$ cat src/design/ntt_polynomial_multiply_unit_defines.svh
// ----------------------------------------------------------------------------
// NTT polynomial multiply unit assertion macros
// Shared helpers for the concurrent checks in the top design file.
// ----------------------------------------------------------------------------
`ifndef NTT_POLYNOMIAL_MULTIPLY_UNIT_DEFINES_SVH
`define NTT_POLYNOMIAL_MULTIPLY_UNIT_DEFINES_SVH

// Antecedent implies consequent in the same cycle.
`define NPMU_ASSERT_SAME(lbl, clk, rst, ante, cons, msg) \
   lbl: assert property (@(posedge clk) disable iff (rst) (ante) |-> (cons)) \
      else $error(msg);

// Antecedent implies consequent in the following cycle.
`define NPMU_ASSERT_NEXT(lbl, clk, rst, ante, cons, msg) \
   lbl: assert property (@(posedge clk) disable iff (rst) (ante) |=> (cons)) \
      else $error(msg);

`endif

$ cat src/design/npmu_ram.sv
// ----------------------------------------------------------------------------
// npmu_ram
// Generic single-write, single-read RAM with a registered read port.
// ----------------------------------------------------------------------------
module npmu_ram #(
   parameter int WIDTH = 30,
   parameter int DEPTH = 64
) (
   input  logic                     clock,
   input  logic                     wr_en,
   input  logic [$clog2(DEPTH)-1:0] wr_addr,
   input  logic [WIDTH-1:0]         wr_data,
   input  logic [$clog2(DEPTH)-1:0] rd_addr,
   output logic [WIDTH-1:0]         rd_data
);

   logic [WIDTH-1:0] mem_ff [DEPTH];
   logic [WIDTH-1:0] rd_data_ff;

   always_ff @(posedge clock) begin
      if (wr_en) begin
         mem_ff[wr_addr] <= wr_data;
      end
      rd_data_ff <= mem_ff[rd_addr];
   end

   assign rd_data = rd_data_ff;

endmodule

$ cat config.mk
export PLATFORM = sky130hd
export DESIGN_NAME = npmu_ram
export DESIGN_NICKNAME = d
export VERILOG_FILES = /design/src/design/ntt_polynomial_multiply_unit_defines.svh /design/src/design/npmu_ram.sv
export SDC_FILE = /design/constraint.sdc
export NUM_CORES = 2
export LEC_CHECK = 0
export BUFFER_PORTS_ARGS = -buffer_cell sky130_fd_sc_hd__buf_2
export CAP_MARGIN = 20
export CORE_ASPECT_RATIO = 1.75
export CORE_MARGIN = 10
export CORE_UTILIZATION = 55
export CTS_BUF_LIST = sky130_fd_sc_hd__clkbuf_4 sky130_fd_sc_hd__clkbuf_8
export DETAILED_ROUTE_END_ITERATION = 10
export PLACE_DENSITY_LB_ADDON = 0.05
export SLEW_MARGIN = 20
export SYNTH_ARGS = -nofsm -noshare
export SYNTH_HDL_FRONTEND = slang
export SYNTH_SLANG_ARGS = --single-unit
$ cat constraint.sdc
create_clock -name clock -period 4.5 [get_ports clock]
set_input_delay 0.225 -clock clock [delete_from_list [all_inputs] [get_ports clock]]
set_output_delay 0.225 -clock clock [all_outputs]
set_load 0.05 [all_outputs]
; ---- Yosys cells after proc, flatten, opt, wreduce, memory -nomap -nowiden
; Memory sizes are Yosys's and may differ from the RTL's. A register that Yosys moved wholly into a read port is not among the register bits.
; Cells that the tools add are included.
[classes]
muxes = 2
[op_table]
columns = cell, n
row1 = $mux W1, 2
[totals]
regBits = 0
ramBits = 1920
in_bits = 44
out_inout_bits = 30
memories = 1
[mem_list]
columns = memory, depth, width, rd, rd_clocked_by_memory_dff, wr, line
row1 = mem_ff, 64, 30, 1, 1, 1, npmu_ram.sv:17  ; logic [WIDTH-1:0] mem_ff [DEPTH];

; ---- Logic depth before layout (Yosys ltp)
[depth]
ltp_word = 2
mapped_depth = 11
ltp_nobuf = 5

; ---- Worst setup path before layout
; OpenSTA, ideal clock, no wires.
[synth_timing]
path_type = input port to flip-flop
from = in wr_addr[3]
to = mem mem_ff[48][0] (enable)
t_arrival_ns = 2.790
path_slack_ns = 1.256
path_stages = 4
n_path_buf = 1
path_cell_list = clkbuf_1 -> nor2b_1 -> nand4b_1 -> nor3_1
[synth_rtl]
columns = element, line
row1 = "start, declared", npmu_ram.sv:11  ; input logic [$clog2(DEPTH)-1:0] wr_addr,
row2 = "end, declared", npmu_ram.sv:17
; No word-level cell before the write port.

; ---- Worst setup path in the final report
[layout_timing]
from = in wr_addr[2]
to = mem mem_ff[29][24] (enable)
; No word-level cell before the write port.

==> flow_summary_export.csv <==
group,metric,value,unit
placed_design,hpwlAfterDp,118000,um
global_routing,antenna_found_initial,10,
worst_setup_path,crit_required,5.15,ns
power,powerDensity,429,nW/um^2
routing,via_per_inst,6.34,
cts,cts_max_level,5,
logic_synthesis,yosysWarnings,0,
cts,cts_setup_buffers,0,
floorplanning,die_w,297,um
power,swShare,22.1,%
logic_synthesis,synth_top_family_by_area,"multiplexers",
power,pwr-share-clk,37.7,%
routing,drt_wl_total,194000,um
worst_setup_path,critPathCaptureType,"flop",
timing,finalCritPeriodShare,59.6,%
finish,layout.nets,3716,
logic_synthesis,synth_cells,3309,
floorplanning,initial_core_util,55.2,%
global_routing,grt_pass1_wl,278000,um
floorplanning,num_io_pins,74,
timing,grt_setup_unrepaired,"false",
cts,cts_buffers,283,
routing,drtIter0Drc,3678,
logic_synthesis,synthXorXnorAreaFrac,0,%
cts,clk_latency,0.99,ns
global_routing,grt_max_degree,99,
logic_synthesis,ys_ff_latch,1950,
timing,tightest_slew,1.12,ns
placed_design,finalWeightedCongestion,0.823,
logic_synthesis,synth_edf_count,1920,
logic_synthesis,ys_types,38,
routing,num_vias,35900,
logic_synthesis,yosys.area_share.simple,1.86,%
worst_setup_path,crit_start,"wr_addr[2]",
global_routing,overflow,0,
placed_design,io_buffers,73,
logic_synthesis,async_flop_share,0,%
worst_setup_path,worstSetupEndpoint,"mem_ff[29][24]$_DFFE_PP_",
timing,fmax,373,MHz
timing,finClkSkew,0.0559,ns
global_routing,grt_pass1_vias,37700,
logic_synthesis,seq_area_frac_synth,78.8,%
timing,setup_violations,0,
run_status,status,"complete, no violations",
worst_setup_path,cp_slowest_cell,"nor2_4",
logic_synthesis,synth_top_flop_cell,"edfxtp_1",
power,p_sw,7870,uW
run,cap_violations,0,
routing,drcViolationCount,0,
power,ir_drop,306,uV
logic_synthesis,syn_nets,3353,
power,seqPwrFrac,56.7,%
logic_synthesis,syn_avg_cell_area,22.4,sq um
worst_setup_path,cp.arrival,3.33,ns
routing,post_drt_wl_per_cell,34.2,um
worst_setup_path,slowest_delay,1.01,ns
worst_setup_path,critPathMaxFanout,22,
worst_setup_path,rrSetupSlack,2.09,ns
worst_setup_path,r2r-start,"mem_ff[22][7]$_DFFE_PP_",
finish,drive_gt1_share,29.4,%
timing,fin_ws,1.82,ns
worst_setup_path,crit_path_start_kind,"input pin",
worst_setup_path,r2r-end,"rd_data[7]$_DFF_P_",
timing,period_minus_slack,2.68,ns
global_routing,gr-usage-all-layers,25.9,%
timing,slew_violations,0,
floorplanning,die_area,150000,sq um
cts,clockRootBuffer,"clkbuf_8",
routing,antenna_left,0,
logic_synthesis,synth_mux_area_share,15.5,%
timing,setup_tns,0,ns
worst_setup_path,r2r_cells,5,
timing,slew_headroom,25.0,%
min_path,hp-class,"input pin to flop",
logic_synthesis,syn_area,74000,sq um
cts,cts_buffer_depth,4,
cts,cts.sinks,1950,
placed_design,dp_slack,1.06,ns
floorplanning,die_h,505,um
floorplanning,core_area,134000,sq um
worst_setup_path,criticalPathCategory,"input pin to flop",
routing,dr.pass1.iters,6,
logic_synthesis,synth_compound_area_share,2.57,%
power,combPwrFrac,5.6,%
worst_setup_path,path_cells,"dlygate4sd3_1 -> buf_2 -> nor2b_1 -> nand3_1 -> nor2_4 -> buf_4",
floorplanning,fp-row-count,178,
timing,final-hold-violation-count,0,
cts,cts_tree,"built",
finish,syn2layout_area_growth,12.4,%
power,p_int,27800,uW
logic_synthesis,synthAdderAreaFrac,0,%
cts,path_clk_slew,0.06,ns
power,p_leak,0.0265,uW
## cell type report
type	count	area [sq um]
tap	1800	2250
inverter	1	3.75
antenna	7	17.5
fill	9407	50900
multi-input combinational	1175	15200
clock inverter	88	474
clock buffer	384	4760
timing repair buffer	261	2150
sequential	1950	58300
## power groups by stage
stage | logic [uW] | registers (uW) | clock network (uW)
after global routing | 2110 | 20200 | 14500
after detailed placement | 2010 | 20600 | 0
final | 2010 | 20200 | 13400
after CTS | 2040 | 20200 | 13700
after global placement | 1980 | 20600 | 0
after floorplan | 955 | 20700 | 0
## placed cells by master, fill, tap and decap left out, types with 27 or more instances in the layout
cell,count
edfxtp_1,1920
mux4_2,408
clkbuf_8,300
mux2i_1,228
buf_4,136
a22oi_1,111
clkbuf_4,84
buf_2,68
nor2_4,63
nor2_1,57
clkinv_1,50
o22ai_1,42
dlygate4sd3_1,34
nor2b_1,33
nand2_1,30
dfxtp_1,30
nand3_1,27
o21ai_0,27
clkinv_2,27
## Yosys cell counts (all sizes together), types with 3 or more instances
cell    number  area [sq um]
or3b         5          43.8
o41ai        3          26.3
nor2       120           453
nor2b       36           225
a21oi        3          15.0
mux2i      228          2280
nand3b       6          45.0
clkbuf      80           300
a22oi      111           833
o21ai       27           135
and2         3          18.8
a21o         3          22.5
and3         4          25.0
mux4       408          9190
edfxtp    1920         57700
nand3       27           135
or4          3          22.5
o22ai       42           263
dfxtp       30           601
a311oi      21           184
nand2       30           113
nand4       23           144
o22a         6          52.6
nand2b       8          50.1
a22o        21           184
o221ai      12           105
a221oi       3          26.3
nor3         4          20.0
o311ai       6          52.6
nor4         8          50.1
or3          3          18.8
buf        103           666
## worst max-delay path, delay by kind of cell
kind	cells	cell delay [ns]
buffers and inverters	3	1.18
AND/OR/NAND/NOR	3	1.91
## routing by layer
layer	GRT usage (%)	up-vias	routed length [um]
met1	32.2	19300	71000
met5	0	-	23
met3	4.79	283	13300
met2	45.8	1528	104000
li1	-	14800	-
met4	8.16	4	5810
## per-stage QoR
stage	util (%)	hold WS (ns)	cells	area (sq um)	total power, uW
floorplan	-	0.324	3309	74000	21600
global placement	57.7	0.699	5146	77400	22600
detailed placement	57.8	0.698	5153	77600	22600
CTS	62.0	0.0619	5658	83100	35900
global route	62.0	0.136	5661	83100	36800
finish	62.0	0.148	5666	83200	35600
## sequential cells by signal, summed over array words and instances (netlist names)
| signal | cells |
|---|---|
| mem_ff | 1920 |
| rd_data | 30 |
## kinds of logic after synthesis
kind of cell	Yosys count
AO/OA/AOI/OAI	258
buffers and inverters	184
flip-flops	1950
multiplexers	636
AND/OR/NAND/NOR	281
## worst min path at each step
stage | to | slack (ns) | cells after the start | from
final | rd_data[2]$_DFF_P_ | 0.15 | 5 | rd_addr[1]
after global routing | mem_ff[55][20]$_DFFE_PP_ | 0.14 | 3 | wr_addr[0]
after CTS | mem_ff[2][24]$_DFFE_PP_ | 0.06 | 1 | wr_data[24]
after detailed placement | rd_data[4] | 0.70 | 1 | rd_data[4]$_DFF_P_
after global placement | rd_data[4] | 0.70 | 1 | rd_data[4]$_DFF_P_
after floorplan | mem_ff[0][0]$_DFFE_PP_ | 0.32 | 0 | wr_data[0]
## what timing repair did
item                                   4_1_cts  5_1_grt
setup endpoints to repair                    0        0
endpoints found under the hold margin     1810       64
resized for setup                            0        0
hold buffers                                33        1
(Power assumes the default switching activity.)
